===== config.mk =====
export PLATFORM = sky130hd
export DESIGN_NAME = collision_shape_table_query_flat
export DESIGN_NICKNAME = d
export VERILOG_FILES = /design/src/csq_pkg.sv /design/src/csq_if.sv /design/src/collision_shape_table_query.sv /design/src/csq_mem.sv /design/src/csq_collide.sv /design/src/flat_wrapper.sv
export VERILOG_INCLUDE_DIRS = /design/src /design/src/src
export SDC_FILE = /design/constraint.sdc
export NUM_CORES = 2
export LEC_CHECK = 0
export BUFFER_PORTS_ARGS = -buffer_cell sky130_fd_sc_hd__buf_2
export CORE_MARGIN = 2
export CORE_UTILIZATION = 58
export CTS_CLUSTER_DIAMETER = 100
export DETAILED_ROUTE_END_ITERATION = 6
export GPL_TIMING_DRIVEN = 0
export HOLD_SLACK_MARGIN = 0.15
export PLACE_DENSITY = 0.77
export SYNTH_ARGS = -nofsm -noshare
export SYNTH_HDL_FRONTEND = slang
export SYNTH_HIERARCHICAL = 1
export SYNTH_SLANG_ARGS = --single-unit

===== constraint.sdc =====
create_clock -name clk_i -period 11 [get_ports clk_i]
set_clock_uncertainty 0.05 [all_clocks]
set_input_delay 0.55 -clock clk_i [delete_from_list [all_inputs] [get_ports clk_i]]
set_output_delay 0.55 -clock clk_i [all_outputs]
set_load 0.02 [all_outputs]

===== src/collision_shape_table_query_defines.svh =====
// assertion macros shared by the query block
`ifndef COLLISION_SHAPE_TABLE_QUERY_DEFINES_SVH
`define COLLISION_SHAPE_TABLE_QUERY_DEFINES_SVH

// plain invariant, sampled on the block clock
`define CSQ_ASSERT(lbl, expr, msg) \
  lbl: assert property (@(posedge clk_i) disable iff (!rst_ni) (expr)) else $error(msg);

// same-cycle implication
`define CSQ_ASSERT_IMPL(lbl, ante, cons, msg) \
  lbl: assert property (@(posedge clk_i) disable iff (!rst_ni) (ante) |-> (cons)) \
    else $error(msg);

`endif


===== src/csq_pkg.sv =====
package csq_pkg;

  localparam int unsigned TableDepthDef = 16;
  localparam int unsigned CoordBits     = 16;
  localparam int unsigned SizeBits      = 15;
  localparam int unsigned OwnerBits     = 16;
  localparam int unsigned SlotBits      = 4;
  localparam int unsigned MaxOut        = 16;
  localparam int unsigned ColLatency    = 3;

  // commands
  localparam logic [2:0] CMD_ADD    = 3'd0;
  localparam logic [2:0] CMD_MOVE   = 3'd1;
  localparam logic [2:0] CMD_REMOVE = 3'd2;
  localparam logic [2:0] CMD_OWNER  = 3'd3;
  localparam logic [2:0] CMD_CLEAR  = 3'd4;
  localparam logic [2:0] CMD_QUERY  = 3'd5;

  // shape kinds
  localparam logic [1:0] KIND_RECT  = 2'd0;
  localparam logic [1:0] KIND_CIRC  = 2'd1;
  localparam logic [1:0] KIND_POINT = 2'd2;

  // result status
  localparam logic [1:0] ST_OK    = 2'd0;
  localparam logic [1:0] ST_FULL  = 2'd1;
  localparam logic [1:0] ST_EMPTY = 2'd2;
  localparam logic [1:0] ST_NONE  = 2'd3;

  typedef struct packed {
    logic [1:0]                  kind;
    logic signed [CoordBits-1:0] x;
    logic signed [CoordBits-1:0] y;
    logic [SizeBits-1:0]         w;
    logic [SizeBits-1:0]         h;
    logic [SizeBits-1:0]         r;
    logic [OwnerBits-1:0]        owner;
  } entry_t;

  typedef struct packed {
    logic done;
    logic hit;
  } col_res_t;

endpackage


===== src/csq_if.sv =====
interface csq_cmd_if;
  logic                                   valid;
  logic                                   ready;
  logic [2:0]                             cmd;
  logic [csq_pkg::SlotBits-1:0]           slot;
  logic [1:0]                             kind;
  logic signed [csq_pkg::CoordBits-1:0]   pos_x;
  logic signed [csq_pkg::CoordBits-1:0]   pos_y;
  logic [csq_pkg::SizeBits-1:0]           size_w;
  logic [csq_pkg::SizeBits-1:0]           size_h;
  logic [csq_pkg::SizeBits-1:0]           rad;
  logic [csq_pkg::OwnerBits-1:0]          owner_tag;

  modport source (output valid, cmd, slot, kind, pos_x, pos_y, size_w, size_h, rad,
                  owner_tag, input ready);
  modport sink   (input valid, cmd, slot, kind, pos_x, pos_y, size_w, size_h, rad,
                  owner_tag, output ready);
endinterface

interface csq_res_if;
  logic                          valid;
  logic                          ready;
  logic [1:0]                    status;
  logic [csq_pkg::SlotBits-1:0]  hit_slot;
  logic [csq_pkg::OwnerBits-1:0] hit_owner;
  logic                          last;

  modport source (output valid, status, hit_slot, hit_owner, last, input ready);
  modport sink   (input valid, status, hit_slot, hit_owner, last, output ready);
endinterface


===== src/collision_shape_table_query.sv =====
// add scans the valid bits for the lowest free slot; move reads the entry and writes it
// back with the new center; remove by owner reads only occupied slots
// query: skips its own slot and empty slots and runs the pair test on each occupied one;
// the registered read of the entry memory and the 3-stage test set how long it runs
// throughput: one command at a time, the next is taken when the last result is queued
// reset: clears the valid bits and the control state at once, no clearing pass
`include "collision_shape_table_query_defines.svh"

module collision_shape_table_query #(
  parameter int unsigned TableDepth = csq_pkg::TableDepthDef
) (
  input logic       clk_i,
  input logic       rst_ni,
  csq_cmd_if.sink   cmd_i,
  csq_res_if.source res_o
);
  import csq_pkg::*;

  localparam int unsigned AW = $clog2(TableDepth);
  localparam int unsigned IW = $clog2(TableDepth + 1);
  localparam int unsigned CW = $clog2(MaxOut);

  // controller states
  localparam logic [3:0] S_IDLE     = 4'd0;
  localparam logic [3:0] S_DISP     = 4'd1;
  localparam logic [3:0] S_REPLY    = 4'd2;
  localparam logic [3:0] S_ADD      = 4'd3;
  localparam logic [3:0] S_MV_WAIT  = 4'd4;
  localparam logic [3:0] S_OWN      = 4'd5;
  localparam logic [3:0] S_OWN_WAIT = 4'd6;
  localparam logic [3:0] S_Q_WAIT   = 4'd7;
  localparam logic [3:0] S_WALK     = 4'd8;
  localparam logic [3:0] S_WAIT     = 4'd9;
  localparam logic [3:0] S_CALC     = 4'd10;
  localparam logic [3:0] S_HIT      = 4'd11;
  localparam logic [3:0] S_FIN      = 4'd12;

  logic [3:0]            state_q, state_d;
  logic [IW-1:0]         idx_q, idx_d;
  logic [TableDepth-1:0] valid_q, valid_d;

  // latched command word
  logic [2:0]                  c_cmd_q;
  logic [SlotBits-1:0]         c_slot_q;
  logic [1:0]                  c_kind_q;
  logic signed [CoordBits-1:0] c_x_q, c_y_q;
  logic [SizeBits-1:0]         c_w_q, c_h_q, c_r_q;
  logic [OwnerBits-1:0]        c_tag_q;

  // single reply and query bookkeeping
  logic [1:0]           rep_st_q, rep_st_d;
  logic [SlotBits-1:0]  rep_slot_q, rep_slot_d;
  entry_t               qent_q, qent_d;
  logic                 pend_v_q, pend_v_d;
  logic [SlotBits-1:0]  pend_slot_q, pend_slot_d;
  logic [OwnerBits-1:0] pend_owner_q, pend_owner_d;
  logic [OwnerBits-1:0] cand_owner_q, cand_owner_d;
  logic [CW-1:0]        emit_cnt_q, emit_cnt_d;

  // output register toward the result channel
  logic                 out_v_q, out_v_d;
  logic [1:0]           out_st_q, out_st_d;
  logic [SlotBits-1:0]  out_slot_q, out_slot_d;
  logic [OwnerBits-1:0] out_owner_q, out_owner_d;
  logic                 out_last_q, out_last_d;

  // memory and test unit hookup
  logic          mem_we, mem_re;
  logic [AW-1:0] mem_waddr, mem_raddr;
  entry_t        mem_wdata, mem_rdata, new_ent;
  logic          col_start;
  col_res_t      col_res;

  logic          cmd_acc, out_free, slot_ok, at_end, idx_is_slot;
  logic [AW-1:0] idx_a, slot_a;
  logic          in_walk, res_miss;

  assign cmd_acc     = cmd_i.valid && cmd_i.ready;
  assign cmd_i.ready = (state_q == S_IDLE);
  assign out_free    = !out_v_q || res_o.ready;
  assign idx_a       = idx_q[AW-1:0];
  assign slot_a      = AW'(c_slot_q);
  assign slot_ok     = (32'(c_slot_q) < TableDepth) && valid_q[slot_a];
  assign at_end      = (idx_q == IW'(TableDepth));
  assign idx_is_slot = (32'(idx_q) == 32'(c_slot_q));

  // shape as stored on add: sizes that do not belong to the kind are zero
  always_comb begin
    new_ent.kind  = c_kind_q;
    new_ent.x     = c_x_q;
    new_ent.y     = c_y_q;
    new_ent.w     = (c_kind_q == KIND_RECT) ? c_w_q : '0;
    new_ent.h     = (c_kind_q == KIND_RECT) ? c_h_q : '0;
    new_ent.r     = (c_kind_q == KIND_CIRC) ? c_r_q : '0;
    new_ent.owner = c_tag_q;
  end

  always_comb begin
    state_d      = state_q;
    idx_d        = idx_q;
    valid_d      = valid_q;
    rep_st_d     = rep_st_q;
    rep_slot_d   = rep_slot_q;
    qent_d       = qent_q;
    pend_v_d     = pend_v_q;
    pend_slot_d  = pend_slot_q;
    pend_owner_d = pend_owner_q;
    cand_owner_d = cand_owner_q;
    emit_cnt_d   = emit_cnt_q;
    out_v_d      = out_v_q && !res_o.ready;
    out_st_d     = out_st_q;
    out_slot_d   = out_slot_q;
    out_owner_d  = out_owner_q;
    out_last_d   = out_last_q;
    mem_we       = 1'b0;
    mem_waddr    = idx_a;
    mem_wdata    = new_ent;
    mem_re       = 1'b0;
    mem_raddr    = idx_a;
    col_start    = 1'b0;

    case (state_q)
      S_IDLE: begin
        if (cmd_acc) begin
          state_d = S_DISP;
        end
      end

      S_DISP: begin
        case (c_cmd_q)
          CMD_ADD: begin
            idx_d   = '0;
            state_d = S_ADD;
          end
          CMD_MOVE: begin
            if (!slot_ok) begin
              rep_st_d   = ST_EMPTY;
              rep_slot_d = c_slot_q;
              state_d    = S_REPLY;
            end else begin
              // read the entry, merge the new center, write it back
              mem_re    = 1'b1;
              mem_raddr = slot_a;
              state_d   = S_MV_WAIT;
            end
          end
          CMD_REMOVE: begin
            rep_slot_d = c_slot_q;
            state_d    = S_REPLY;
            if (!slot_ok) begin
              rep_st_d = ST_EMPTY;
            end else begin
              rep_st_d        = ST_OK;
              valid_d[slot_a] = 1'b0;
            end
          end
          CMD_OWNER: begin
            idx_d   = '0;
            state_d = S_OWN;
          end
          CMD_CLEAR: begin
            valid_d    = '0;
            rep_st_d   = ST_OK;
            rep_slot_d = '0;
            state_d    = S_REPLY;
          end
          CMD_QUERY: begin
            if (!slot_ok) begin
              rep_st_d   = ST_EMPTY;
              rep_slot_d = c_slot_q;
              state_d    = S_REPLY;
            end else begin
              mem_re    = 1'b1;
              mem_raddr = slot_a;
              state_d   = S_Q_WAIT;
            end
          end
          default: begin
            // undefined commands give no word
            state_d = S_IDLE;
          end
        endcase
      end

      S_REPLY: begin
        if (out_free) begin
          out_v_d     = 1'b1;
          out_st_d    = rep_st_q;
          out_slot_d  = rep_slot_q;
          out_owner_d = '0;
          out_last_d  = 1'b1;
          state_d     = S_IDLE;
        end
      end

      // lowest free slot, one valid bit per cycle
      S_ADD: begin
        if (at_end) begin
          rep_st_d   = ST_FULL;
          rep_slot_d = '0;
          state_d    = S_REPLY;
        end else if (!valid_q[idx_a]) begin
          mem_we         = 1'b1;
          valid_d[idx_a] = 1'b1;
          rep_st_d       = ST_OK;
          rep_slot_d     = SlotBits'(idx_q);
          state_d        = S_REPLY;
        end else begin
          idx_d = idx_q + IW'(1);
        end
      end

      S_MV_WAIT: begin
        mem_we      = 1'b1;
        mem_waddr   = slot_a;
        mem_wdata   = mem_rdata;
        mem_wdata.x = c_x_q;
        mem_wdata.y = c_y_q;
        rep_st_d    = ST_OK;
        rep_slot_d  = c_slot_q;
        state_d     = S_REPLY;
      end

      // owner sweep reads only occupied entries
      S_OWN: begin
        if (at_end) begin
          rep_st_d   = ST_OK;
          rep_slot_d = '0;
          state_d    = S_REPLY;
        end else if (valid_q[idx_a]) begin
          mem_re  = 1'b1;
          state_d = S_OWN_WAIT;
        end else begin
          idx_d = idx_q + IW'(1);
        end
      end

      S_OWN_WAIT: begin
        if (mem_rdata.owner == c_tag_q) begin
          valid_d[idx_a] = 1'b0;
        end
        idx_d   = idx_q + IW'(1);
        state_d = S_OWN;
      end

      S_Q_WAIT: begin
        qent_d     = mem_rdata;
        idx_d      = '0;
        pend_v_d   = 1'b0;
        emit_cnt_d = '0;
        state_d    = S_WALK;
      end

      // query walk over the table in slot order
      S_WALK: begin
        if (at_end) begin
          state_d = S_FIN;
        end else if (idx_is_slot || !valid_q[idx_a]) begin
          idx_d = idx_q + IW'(1);
        end else begin
          mem_re  = 1'b1;
          state_d = S_WAIT;
        end
      end

      S_WAIT: begin
        col_start    = 1'b1;
        cand_owner_d = mem_rdata.owner;
        state_d      = S_CALC;
      end

      S_CALC: begin
        if (col_res.done) begin
          if (col_res.hit) begin
            state_d = S_HIT;
          end else begin
            idx_d   = idx_q + IW'(1);
            state_d = S_WALK;
          end
        end
      end

      // a hit is held back one step so the final one can carry last
      S_HIT: begin
        if (!pend_v_q) begin
          pend_v_d     = 1'b1;
          pend_slot_d  = SlotBits'(idx_q);
          pend_owner_d = cand_owner_q;
          if (32'(emit_cnt_q) == MaxOut - 1) begin
            state_d = S_FIN;
          end else begin
            idx_d   = idx_q + IW'(1);
            state_d = S_WALK;
          end
        end else if (out_free) begin
          out_v_d      = 1'b1;
          out_st_d     = ST_OK;
          out_slot_d   = pend_slot_q;
          out_owner_d  = pend_owner_q;
          out_last_d   = 1'b0;
          emit_cnt_d   = emit_cnt_q + CW'(1);
          pend_slot_d  = SlotBits'(idx_q);
          pend_owner_d = cand_owner_q;
          // output cap reached: the held hit closes the query
          if (32'(emit_cnt_q) + 1 == MaxOut - 1) begin
            state_d = S_FIN;
          end else begin
            idx_d   = idx_q + IW'(1);
            state_d = S_WALK;
          end
        end
      end

      S_FIN: begin
        if (out_free) begin
          out_v_d    = 1'b1;
          out_last_d = 1'b1;
          if (pend_v_q) begin
            out_st_d    = ST_OK;
            out_slot_d  = pend_slot_q;
            out_owner_d = pend_owner_q;
          end else begin
            out_st_d    = ST_NONE;
            out_slot_d  = c_slot_q;
            out_owner_d = '0;
          end
          state_d = S_IDLE;
        end
      end

      default: begin
        state_d = S_IDLE;
      end
    endcase
  end

  always_ff @(posedge clk_i or negedge rst_ni) begin
    if (!rst_ni) begin
      state_q    <= S_IDLE;
      valid_q    <= '0;
      out_v_q    <= 1'b0;
      pend_v_q   <= 1'b0;
      emit_cnt_q <= '0;
    end else begin
      state_q    <= state_d;
      valid_q    <= valid_d;
      out_v_q    <= out_v_d;
      pend_v_q   <= pend_v_d;
      emit_cnt_q <= emit_cnt_d;
    end
  end

  always_ff @(posedge clk_i) begin
    idx_q        <= idx_d;
    rep_st_q     <= rep_st_d;
    rep_slot_q   <= rep_slot_d;
    qent_q       <= qent_d;
    pend_slot_q  <= pend_slot_d;
    pend_owner_q <= pend_owner_d;
    cand_owner_q <= cand_owner_d;
    out_st_q     <= out_st_d;
    out_slot_q   <= out_slot_d;
    out_owner_q  <= out_owner_d;
    out_last_q   <= out_last_d;
  end

  // command word capture
  always_ff @(posedge clk_i) begin
    if (cmd_acc) begin
      c_cmd_q  <= cmd_i.cmd;
      c_slot_q <= cmd_i.slot;
      c_kind_q <= cmd_i.kind;
      c_x_q    <= cmd_i.pos_x;
      c_y_q    <= cmd_i.pos_y;
      c_w_q    <= cmd_i.size_w;
      c_h_q    <= cmd_i.size_h;
      c_r_q    <= cmd_i.rad;
      c_tag_q  <= cmd_i.owner_tag;
    end
  end

  assign res_o.valid     = out_v_q;
  assign res_o.status    = out_st_q;
  assign res_o.hit_slot  = out_slot_q;
  assign res_o.hit_owner = out_owner_q;
  assign res_o.last      = out_last_q;

  // entry store: one write and one registered read per cycle; the controller
  // never reads an entry in the cycle it writes it
  csq_mem #(
    .Depth (TableDepth)
  ) u_mem (
    .clk_i   (clk_i),
    .we_i    (mem_we),
    .waddr_i (mem_waddr),
    .wdata_i (mem_wdata),
    .re_i    (mem_re),
    .raddr_i (mem_raddr),
    .rdata_o (mem_rdata)
  );

  // pair test: query entry against the word just read
  csq_collide u_collide (
    .clk_i   (clk_i),
    .rst_ni  (rst_ni),
    .start_i (col_start),
    .a_i     (qent_q),
    .b_i     (mem_rdata),
    .res_o   (col_res)
  );

  // query walk states and result words that are not hits
  assign in_walk  = (state_q == S_WALK) || (state_q == S_WAIT) || (state_q == S_CALC) ||
                    (state_q == S_HIT);
  assign res_miss = res_o.valid && (res_o.status != ST_OK);

  `CSQ_ASSERT_IMPL(a_col_latency, $past(col_start, ColLatency), col_res.done, "pair test late")
  `CSQ_ASSERT_IMPL(a_no_write_in_walk, in_walk, !mem_we, "entry written during query walk")
  `CSQ_ASSERT_IMPL(a_owner_only_on_hit, res_miss, res_o.hit_owner == '0, "owner without a hit")
  `CSQ_ASSERT(a_emit_cap, 32'(emit_cnt_q) < MaxOut, "query output count past cap")

endmodule


===== src/csq_mem.sv =====
module csq_mem #(
  parameter int unsigned Depth = csq_pkg::TableDepthDef
) (
  input  logic                     clk_i,
  input  logic                     we_i,
  input  logic [$clog2(Depth)-1:0] waddr_i,
  input  csq_pkg::entry_t          wdata_i,
  input  logic                     re_i,
  input  logic [$clog2(Depth)-1:0] raddr_i,
  output csq_pkg::entry_t          rdata_o
);
  import csq_pkg::*;

  entry_t mem_q [Depth];
  entry_t rdata_q;

  always_ff @(posedge clk_i) begin
    if (we_i) begin
      mem_q[waddr_i] <= wdata_i;
    end
  end

  always_ff @(posedge clk_i) begin
    if (re_i) begin
      rdata_q <= mem_q[raddr_i];
    end
  end

  assign rdata_o = rdata_q;

endmodule


===== src/csq_collide.sv =====
module csq_collide (
  input  logic              clk_i,
  input  logic              rst_ni,
  input  logic              start_i,
  input  csq_pkg::entry_t   a_i,
  input  csq_pkg::entry_t   b_i,
  output csq_pkg::col_res_t res_o
);
  import csq_pkg::*;

  localparam int unsigned EW = CoordBits + 3;
  localparam int unsigned TW = SizeBits + 1;

  localparam logic [1:0] MD_NONE = 2'd0;
  localparam logic [1:0] MD_SQ   = 2'd1;
  localparam logic [1:0] MD_ZERO = 2'd2;
  localparam logic [1:0] MD_RR   = 2'd3;

  // stage 1: role select, clamp, deltas
  logic                 cc, cr, cp, pr, rr, swap;
  entry_t               s, o;
  logic signed [EW-1:0] sx2, sy2, ox2, oy2, ow, oh, lox, hix, loy, hiy, nx, ny;
  logic signed [EW-1:0] ax2, ay2, bx2, by2, aw, ah, bw, bh;
  logic signed [EW-1:0] dx_d, dy_d;
  logic [TW-1:0]        t_d;
  logic [1:0]           mode_d;
  logic                 rr_d;

  always_comb begin
    cc = (a_i.kind == KIND_CIRC) && (b_i.kind == KIND_CIRC);
    rr = (a_i.kind == KIND_RECT) && (b_i.kind == KIND_RECT);
    cr = ((a_i.kind == KIND_CIRC) && (b_i.kind == KIND_RECT)) ||
         ((a_i.kind == KIND_RECT) && (b_i.kind == KIND_CIRC));
    cp = ((a_i.kind == KIND_CIRC) && (b_i.kind == KIND_POINT)) ||
         ((a_i.kind == KIND_POINT) && (b_i.kind == KIND_CIRC));
    pr = ((a_i.kind == KIND_POINT) && (b_i.kind == KIND_RECT)) ||
         ((a_i.kind == KIND_RECT) && (b_i.kind == KIND_POINT));
    // s is the round shape (circle or point), o the other one
    swap = !((a_i.kind == KIND_CIRC) ||
             ((a_i.kind == KIND_POINT) && (b_i.kind == KIND_RECT)));
    s = swap ? b_i : a_i;
    o = swap ? a_i : b_i;

    sx2 = EW'(signed'(s.x)) + EW'(signed'(s.x));
    sy2 = EW'(signed'(s.y)) + EW'(signed'(s.y));
    ox2 = EW'(signed'(o.x)) + EW'(signed'(o.x));
    oy2 = EW'(signed'(o.y)) + EW'(signed'(o.y));
    ow  = EW'(o.w);
    oh  = EW'(o.h);
    lox = ox2 - ow;
    hix = ox2 + ow;
    loy = oy2 - oh;
    hiy = oy2 + oh;
    nx  = (sx2 > hix) ? hix : ((sx2 < lox) ? lox : sx2);
    ny  = (sy2 > hiy) ? hiy : ((sy2 < loy) ? loy : sy2);

    // rectangle against rectangle, inclusive edges
    ax2 = EW'(signed'(a_i.x)) + EW'(signed'(a_i.x));
    ay2 = EW'(signed'(a_i.y)) + EW'(signed'(a_i.y));
    bx2 = EW'(signed'(b_i.x)) + EW'(signed'(b_i.x));
    by2 = EW'(signed'(b_i.y)) + EW'(signed'(b_i.y));
    aw  = EW'(a_i.w);
    ah  = EW'(a_i.h);
    bw  = EW'(b_i.w);
    bh  = EW'(b_i.h);
    rr_d = ((ax2 + aw) >= (bx2 - bw)) && ((ax2 - aw) <= (bx2 + bw)) &&
           ((ay2 + ah) >= (by2 - bh)) && ((ay2 - ah) <= (by2 + bh));

    if (cr || pr) begin
      dx_d = sx2 - nx;
      dy_d = sy2 - ny;
    end else begin
      dx_d = EW'(signed'(s.x)) - EW'(signed'(o.x));
      dy_d = EW'(signed'(s.y)) - EW'(signed'(o.y));
    end
    t_d = cr ? {s.r, 1'b0} : (TW'(s.r) + TW'(o.r));

    if (cc || cp || cr) begin
      mode_d = MD_SQ;
    end else if (pr) begin
      mode_d = MD_ZERO;
    end else if (rr) begin
      mode_d = MD_RR;
    end else begin
      mode_d = MD_NONE;
    end
  end

  logic                 v1_q, v2_q;
  logic signed [EW-1:0] dx1_q, dy1_q;
  logic [TW-1:0]        t1_q;
  logic [1:0]           mode1_q, mode2_q;
  logic                 rr1_q, rr2_q, zero2_q;
  logic [2*EW-1:0]      sqx2_q, sqy2_q;
  logic [2*TW-1:0]      tt2_q;
  logic [EW-1:0]        adx, ady;
  logic [2*EW:0]        dsum;
  logic                 hit_d;
  col_res_t             res_q;

  always_ff @(posedge clk_i or negedge rst_ni) begin
    if (!rst_ni) begin
      v1_q  <= 1'b0;
      v2_q  <= 1'b0;
      res_q <= '0;
    end else begin
      v1_q       <= start_i;
      v2_q       <= v1_q;
      res_q.done <= v2_q;
      res_q.hit  <= hit_d;
    end
  end

  always_ff @(posedge clk_i) begin
    dx1_q   <= dx_d;
    dy1_q   <= dy_d;
    t1_q    <= t_d;
    mode1_q <= mode_d;
    rr1_q   <= rr_d;
    sqx2_q  <= adx * adx;
    sqy2_q  <= ady * ady;
    tt2_q   <= t1_q * t1_q;
    zero2_q <= (dx1_q == '0) && (dy1_q == '0);
    mode2_q <= mode1_q;
    rr2_q   <= rr1_q;
  end

  // stage 2: magnitudes into the squarers
  assign adx = dx1_q[EW-1] ? EW'(-dx1_q) : EW'(dx1_q);
  assign ady = dy1_q[EW-1] ? EW'(-dy1_q) : EW'(dy1_q);

  // stage 3: strict compare of squared distance; point-box and box-box pass their flags through
  always_comb begin
    dsum = {1'b0, sqx2_q} + {1'b0, sqy2_q};
    case (mode2_q)
      MD_SQ:   hit_d = dsum < (2*EW+1)'(tt2_q);
      MD_ZERO: hit_d = zero2_q;
      MD_RR:   hit_d = rr2_q;
      default: hit_d = 1'b0;
    endcase
  end

  assign res_o = res_q;

endmodule


===== src/flat_wrapper.sv =====
// flat-port wrapper written by rule: the top's interface ports become plain ports
module collision_shape_table_query_flat import csq_pkg::*;
#(
  parameter int unsigned TableDepth = csq_pkg::TableDepthDef
)
  (clk_i, rst_ni, cmd_i_valid, cmd_i_cmd, cmd_i_slot, cmd_i_kind, cmd_i_pos_x, cmd_i_pos_y, cmd_i_size_w, cmd_i_size_h, cmd_i_rad, cmd_i_owner_tag, cmd_i_ready, res_o_valid, res_o_status, res_o_hit_slot, res_o_hit_owner, res_o_last, res_o_ready);
  csq_cmd_if cmd_i_i ();
  csq_res_if res_o_i ();
  input logic clk_i;
  input logic rst_ni;
  input wire logic [$bits(cmd_i_i.valid)-1:0] cmd_i_valid;
  input wire logic [$bits(cmd_i_i.cmd)-1:0] cmd_i_cmd;
  input wire logic [$bits(cmd_i_i.slot)-1:0] cmd_i_slot;
  input wire logic [$bits(cmd_i_i.kind)-1:0] cmd_i_kind;
  input wire logic [$bits(cmd_i_i.pos_x)-1:0] cmd_i_pos_x;
  input wire logic [$bits(cmd_i_i.pos_y)-1:0] cmd_i_pos_y;
  input wire logic [$bits(cmd_i_i.size_w)-1:0] cmd_i_size_w;
  input wire logic [$bits(cmd_i_i.size_h)-1:0] cmd_i_size_h;
  input wire logic [$bits(cmd_i_i.rad)-1:0] cmd_i_rad;
  input wire logic [$bits(cmd_i_i.owner_tag)-1:0] cmd_i_owner_tag;
  output wire logic [$bits(cmd_i_i.ready)-1:0] cmd_i_ready;
  output wire logic [$bits(res_o_i.valid)-1:0] res_o_valid;
  output wire logic [$bits(res_o_i.status)-1:0] res_o_status;
  output wire logic [$bits(res_o_i.hit_slot)-1:0] res_o_hit_slot;
  output wire logic [$bits(res_o_i.hit_owner)-1:0] res_o_hit_owner;
  output wire logic [$bits(res_o_i.last)-1:0] res_o_last;
  input wire logic [$bits(res_o_i.ready)-1:0] res_o_ready;
  assign cmd_i_i.valid = cmd_i_valid;
  assign cmd_i_i.cmd = cmd_i_cmd;
  assign cmd_i_i.slot = cmd_i_slot;
  assign cmd_i_i.kind = cmd_i_kind;
  assign cmd_i_i.pos_x = cmd_i_pos_x;
  assign cmd_i_i.pos_y = cmd_i_pos_y;
  assign cmd_i_i.size_w = cmd_i_size_w;
  assign cmd_i_i.size_h = cmd_i_size_h;
  assign cmd_i_i.rad = cmd_i_rad;
  assign cmd_i_i.owner_tag = cmd_i_owner_tag;
  assign cmd_i_ready = cmd_i_i.ready;
  assign res_o_valid = res_o_i.valid;
  assign res_o_status = res_o_i.status;
  assign res_o_hit_slot = res_o_i.hit_slot;
  assign res_o_hit_owner = res_o_i.hit_owner;
  assign res_o_last = res_o_i.last;
  assign res_o_i.ready = res_o_ready;
  collision_shape_table_query #(.TableDepth(TableDepth)) u_core (.clk_i(clk_i), .rst_ni(rst_ni), .cmd_i(cmd_i_i), .res_o(res_o_i));
endmodule

; Word-level counts from Yosys, hierarchy flattened
; Memory sizes are Yosys's and may differ from the RTL's. A register that Yosys moved wholly into a read port is not among the register bits.
; Index checks and enable logic that the tools add are counted.
[op_classes]
order_cmp = 13
add_sub_neg = 31
eq_ne = 59
bitwise = 5
reduce_logical = 53
n_mul = 3
mux = 127
[ops]
columns = op, n
row1 = $mux W16, 12
row2 = $mux W93, 2
row3 = $mux W19, 8
row4 = $add A16 B16 Y17, 8
row5 = $mux W4, 28
row6 = $add A17 B16 Y18, 6
row7 = $sub A17 B16 Y18, 6
row8 = $pmux W16 S3, 2
row9 = $mux W95, 1
row10 = $mul A19 B19 Y38, 2
row11 = $mux W5, 13
row12 = $pmux W4 S12, 1
row13 = $mux W15, 3
row14 = $pmux W5 S8, 1
row15 = $add A38 B38 Y39, 1
row16 = $lt A39 B32 Y1, 1
row17 = $logic_not A19 Y1, 2
row18 = $neg A19 Y19, 2
row19 = $sub A17 B19 Y19, 2
row20 = $ge A18 B18 Y1, 2
row21 = $gt A17 B18 Y1, 2
row22 = $le A18 B18 Y1, 2
row23 = $lt A17 B18 Y1, 2
row24 = $sub A16 B16 Y17, 2
row25 = 61 further kinds, 180
[word_totals]
ramBits = 1520
reg_bits = 466
word_cells = 339
mem_count = 1
out_inout_bits = 25
in_bits = 106
[mem_list]
columns = name, words, word_bits, read_ports, rd_clocked_by_memory_dff, wr, line_no
row1 = u_core.u_mem.mem_q, 16, 95, 1, 1, 1, csq_mem.sv:14  ; entry_t mem_q [Depth];

; Depth between registers and ports, before layout
[logic_depth]
word_depth = 11
depth_mapped = 47
mapped_depth_nobuf = 39

; Hierarchy
; The synthesis kept the hierarchy.
[by_module_without_submodules]
columns = module, area_each_um2, n_inst, seq_area_each_um2, cells_per_inst
row1 = csq_mem, 59648.5, 1, 48496.5, 2434
row2 = csq_collide, 51564.5, 1, 3423.3, 6383
row3 = collision_shape_table_query, 12161.7, 1, 8668.3, 917

; Worst setup path before layout
; Ideal clock, no wire load.
[synth_path]
kind = reg-to-reg
start = register u_core.idx_q[1]
end = memory u_core/u_mem/mem_q[0][0] in the netlist's numbering (enable)
synth_period_minus_slack_ps = 10265
path_stages_with_launch = 14
setup_slack_ps = 735
arrival_time_ps = 9550
n_path_buf = 4
required_ps = 10285
path_cell_list = edfxtp_1 > clkbuf_1 > inv_1 > ha_1 > clkbuf_1 > nor4bb_1 > clkbuf_1 > or3_1 > a31oi_1 > o21ai_1 > clkbuf_1 > o21ai_0 > or3b_2 > nor3_1
[synth_between]
elab_chain_len = 7
[synth_rtl]
columns = element, line_no
row1 = start: declaration, collision_shape_table_query.sv:39  ; logic [IW-1:0] idx_q, idx_d;
row2 = start signal: assignment, collision_shape_table_query.sv:354  ; idx_q <= idx_d;
row3 = $bmux W1 S4, collision_shape_table_query.sv:202  ; end else if (!valid_q[idx_a]) begin
row4 = $mux W1 (not written as such), collision_shape_table_query.sv:202
row5 = $mux W1, collision_shape_table_query.sv:202
row6 = $mux W1 (*), collision_shape_table_query.sv:198  ; if (at_end) begin
row7 = $pmux W1 S2 (*), collision_shape_table_query.sv:122  ; case (state_q)
row8 = net u_core.mem_we, collision_shape_table_query.sv:68  ; logic mem_we, mem_re;
row9 = $mux W1 (*), csq_mem.sv:18  ; if (we_i) begin
row10 = $mux W1 (not written as such) (*), csq_mem.sv:19  ; mem_q[waddr_i] <= wdata_i;
row11 = end: declaration, csq_mem.sv:14
; The timed path passes the listed nets; every way through them passes the cells marked *. The select of a mux whose other input is x is not followed.

; Worst setup path in the final report
[layout_path]
start = register, netlist name u_core/u_mem/rdata_o[94]
end = register u_core.u_collide.dx1_q[18]
[layout_between]
elab_chain_len = 11
[layout_rtl]
columns = element, line_no
row1 = $logic_not A2 Y1, "csq_collide.sv:32, csq_collide.sv:36, csq_collide.sv:40"
row2 = $logic_and A1 B1 Y1, "csq_collide.sv:36, csq_collide.sv:40"
row3 = $logic_or A1 B1 Y1, csq_collide.sv:39  ; swap = !((a_i.kind == KIND_CIRC) ||
row4 = $mux W93, csq_collide.sv:42  ; o = swap ? a_i : b_i;
row5 = $add A16 B16 Y17, csq_collide.sv:46  ; ox2 = EW'(signed'(o.x)) + EW'(signed'(o.x));
row6 = $sub A17 B16 Y18, csq_collide.sv:50  ; lox = ox2 - ow;
row7 = $lt A17 B18 Y1, csq_collide.sv:54  ; nx = (sx2 > hix) ? hix : ((sx2 < lox) ? lox : sx2);
row8 = $mux W19 (2 in series), csq_collide.sv:54
row9 = $sub A17 B19 Y19, csq_collide.sv:70  ; dx_d = sx2 - nx;
row10 = $mux W19 (*), csq_collide.sv:69  ; if (cr || pr) begin
row11 = net u_core.u_collide.dx_d[18], csq_collide.sv:24  ; logic signed [EW-1:0] dx_d, dy_d;
row12 = end signal: assignment, csq_collide.sv:115  ; dx1_q <= dx_d;
row13 = end: declaration, csq_collide.sv:90  ; logic signed [EW-1:0] dx1_q, dy1_q;
; The timed path passes the listed nets; every way through them passes the cells marked *.
; A chain may end at the register's enable or synchronous reset.

==> flow_summary.ini <==
[run_status]
status = finished with violations
violations = DRC, capacitance limit, slew limit

[floorplan]
initial_core_util_pct = 58.5
die_h_microns = 464
core_area_sq_um = 210000
io_pins = 131
die_w_microns = 464
dieArea_sq_um = 216000
fp-row-count = 168

[finish]
drive_gt1_share_pct = 11.1
multi_input_area_sq_um = 56800
design_area_sq_um = 137000
area_delta_synth_final_pct = 11.8
fin_util_pct = 65.4
nets = 11800
n_fill_cell = 14600
regArea_sq_um = 60100

[clocking]
h-tree-depth = 4
clkTransAtPathRegs_ps = 70
worstSkewPairLatency_ps = 870
cts_tree = yes
cts_buffer_depth = 3
cts_root_buf = clkbuf_16
cts.sinks = 2062
cts_inserted_buffers = 206

[sta]
fin_setup_tns_ps = 0
post-route-period-util_pct = 95.7
hold_viol = 0
relSlewSlack_pct = -9.32
fmax_ghz = 0.0949
drv_slew = 11
setup_viol = 0
finalCriticalPeriod_ps = 10530
finalHoldWorstSlack_ps = 204
tightest_slew_ps = 1640

[run]
maxCapViolCount = 1

[placement]
dpl.hpwl_microns = 236000
portBuffers = 130
gp_congestion = 0.967
dpl_cell_area_sq_um = 129000

[global_route]
antenna_found_initial = 19
grt_use_total_pct = 31.9
grt_first_pass_wirelength_microns = 518000
grt_pass1_vias = 85400
grt_start_max_net_pins = 49
grt.overflow.total = 0

[worst_setup_path]
reg2reg_to = u_core/u_collide/dx1_q[18]
crit_path_top_delay_cell = or4_1
arrival_ps = 11270
regToRegStartpoint = u_core/u_mem/rdata_o[94]
critPathRequiredTime_ps = 11740
critPathTopFamily = compound AO/OA/AOI/OAI gates
reg2reg_depth = 46
critPathKind = reg -> reg
reg2reg_slack_ps = 470
critical_path_buf_inv_count = 10
worstPathMaxFanout = 12
start_kind = flop
slowest_delay_ps = 530
end_kind = flop

[detailed_routing]
drt-total-wl_microns = 345000
avgViaCountPerCell = 6.25
detail-route-antenna-nets = 0
drtIter0Drc = 10200
wl_per_cell_microns = 26.0
drc_errors = 8
vias = 83000
drt_first_pass_iters = 7

[worst_hold_path]
hold_class = in -> reg
hold_end = u_core/c_r_q[13]
hp-start = cmd_i_valid
holdPathStages = 2

[yosys]
yosys_warnings = 6
synthCells = 9718
avgSynthCellArea_sq_um = 12.6
syn_area_sq_um = 123000
==> layer usage <==
| metal | track usage (%) | up-vias | wire [microns] |
|---|---|---|---|
| met5 | 0 | - | 155 |
| met4 | 16.4 | 24 | 20700 |
| met3 | 6.38 | 1146 | 35100 |
| met2 | 52.8 | 5112 | 167000 |
| met1 | 39.9 | 41100 | 122000 |
| li1 | - | 35600 | - |
==> worst max-delay path by stage <==
stage                              from                    endpoint  slack [ps]  cells past startpoint
6_report       u_core/u_mem/rdata_o[94]  u_core/u_collide/dx1_q[18]         470                     46
5_1_grt        u_core/u_mem/rdata_o[94]  u_core/u_collide/dx1_q[18]         -60                     46
4_1_cts        u_core/u_mem/rdata_o[94]  u_core/u_collide/dx1_q[18]           7                     42
3_5_place_dp   u_core/u_mem/rdata_o[94]  u_core/u_collide/dy1_q[18]       -1880                     42
3_3_place_gp            u_core/idx_q[1]  u_core/u_mem/mem_q[12][61]       -7900                     13
2_1_floorplan           u_core/idx_q[1]    u_core/u_mem/mem_q[0][0]         740                     13
==> metrics by stage <==
step	instances	setup WS (ps)
global route	13300	-60.0
floorplan	9744	735
global placement	12700	-7900
finish	13300	468
detailed placement	12800	-1880
CTS	13300	6.89
==> worst register-to-register path: cells and delay by family (launching register included) <==
family / cells / cell delay, ps
AOI/OAI and AO/OA: 23 / 4710
buffers and inverters: 10 / 2240
adders and majority gates: 4 / 1370
and+or+nand+nor: 7 / 1300
xor gates and xnor gates: 2 / 420
DFF: 1 / 360
==> sequential cells by signal, summed over array words and instances (netlist names), 16 cells and up <==
name                     count
u_core/u_collide/tt2_q      31
u_core/u_collide/sqy2_q     37
u_core/cand_owner_q         16
u_core/c_tag_q              16
u_core/u_collide/dx1_q      19
u_core/u_collide/t1_q       16
u_core/valid_q              16
u_core/qent_q               79
u_core/c_x_q                16
u_core/res_o.hit_owner      16
u_core/u_mem/rdata_o        95
u_core/u_collide/dy1_q      19
u_core/u_collide/sqx2_q     37
u_core/pend_owner_q         16
u_core/c_y_q                16
u_core/u_mem/mem_q        1520
==> placed cells by master, fill, tap and decap left out, types with 151 or more instances in the layout <==
cell type     n
edfxtp_1   1866
inv_1      1246
nand2_1     821
ha_1        770
fa_1        676
nor2_1      582
a21oi_1     397
mux4_2      389
clkbuf_1    277
xnor2_1     271
o21ai_0     267
clkbuf_16   208
a22oi_1     193
buf_2       171
dfxtp_1     166
xor2_1      151
==> cell type report <==
cell class                 instances  share of cell area [%]
tap                             2805                    2.55
multi-input combinational       6054                    41.3
clock buffer                     244                    3.90
inverter                        1265                    3.46
clock inverter                   140                    1.22
antenna                            8                  0.0146
timing repair buffer             348                    2.57
sequential                      2062                    43.7
buffer                           355                    1.21
==> timing repair <==
action / in CTS / in global routing
pin swaps: 1 / 3
endpoints found under the hold margin: 134 / 0
gates resized for setup: 46 / 33
buffers inserted: 3 / 3
endpoints found under the setup margin: 33 / 17
hold buffers: 104 / 0
Power is left out: the tool's default activity adds up to more than one toggle a clock period on the data nets, which glitch-free logic cannot reach.
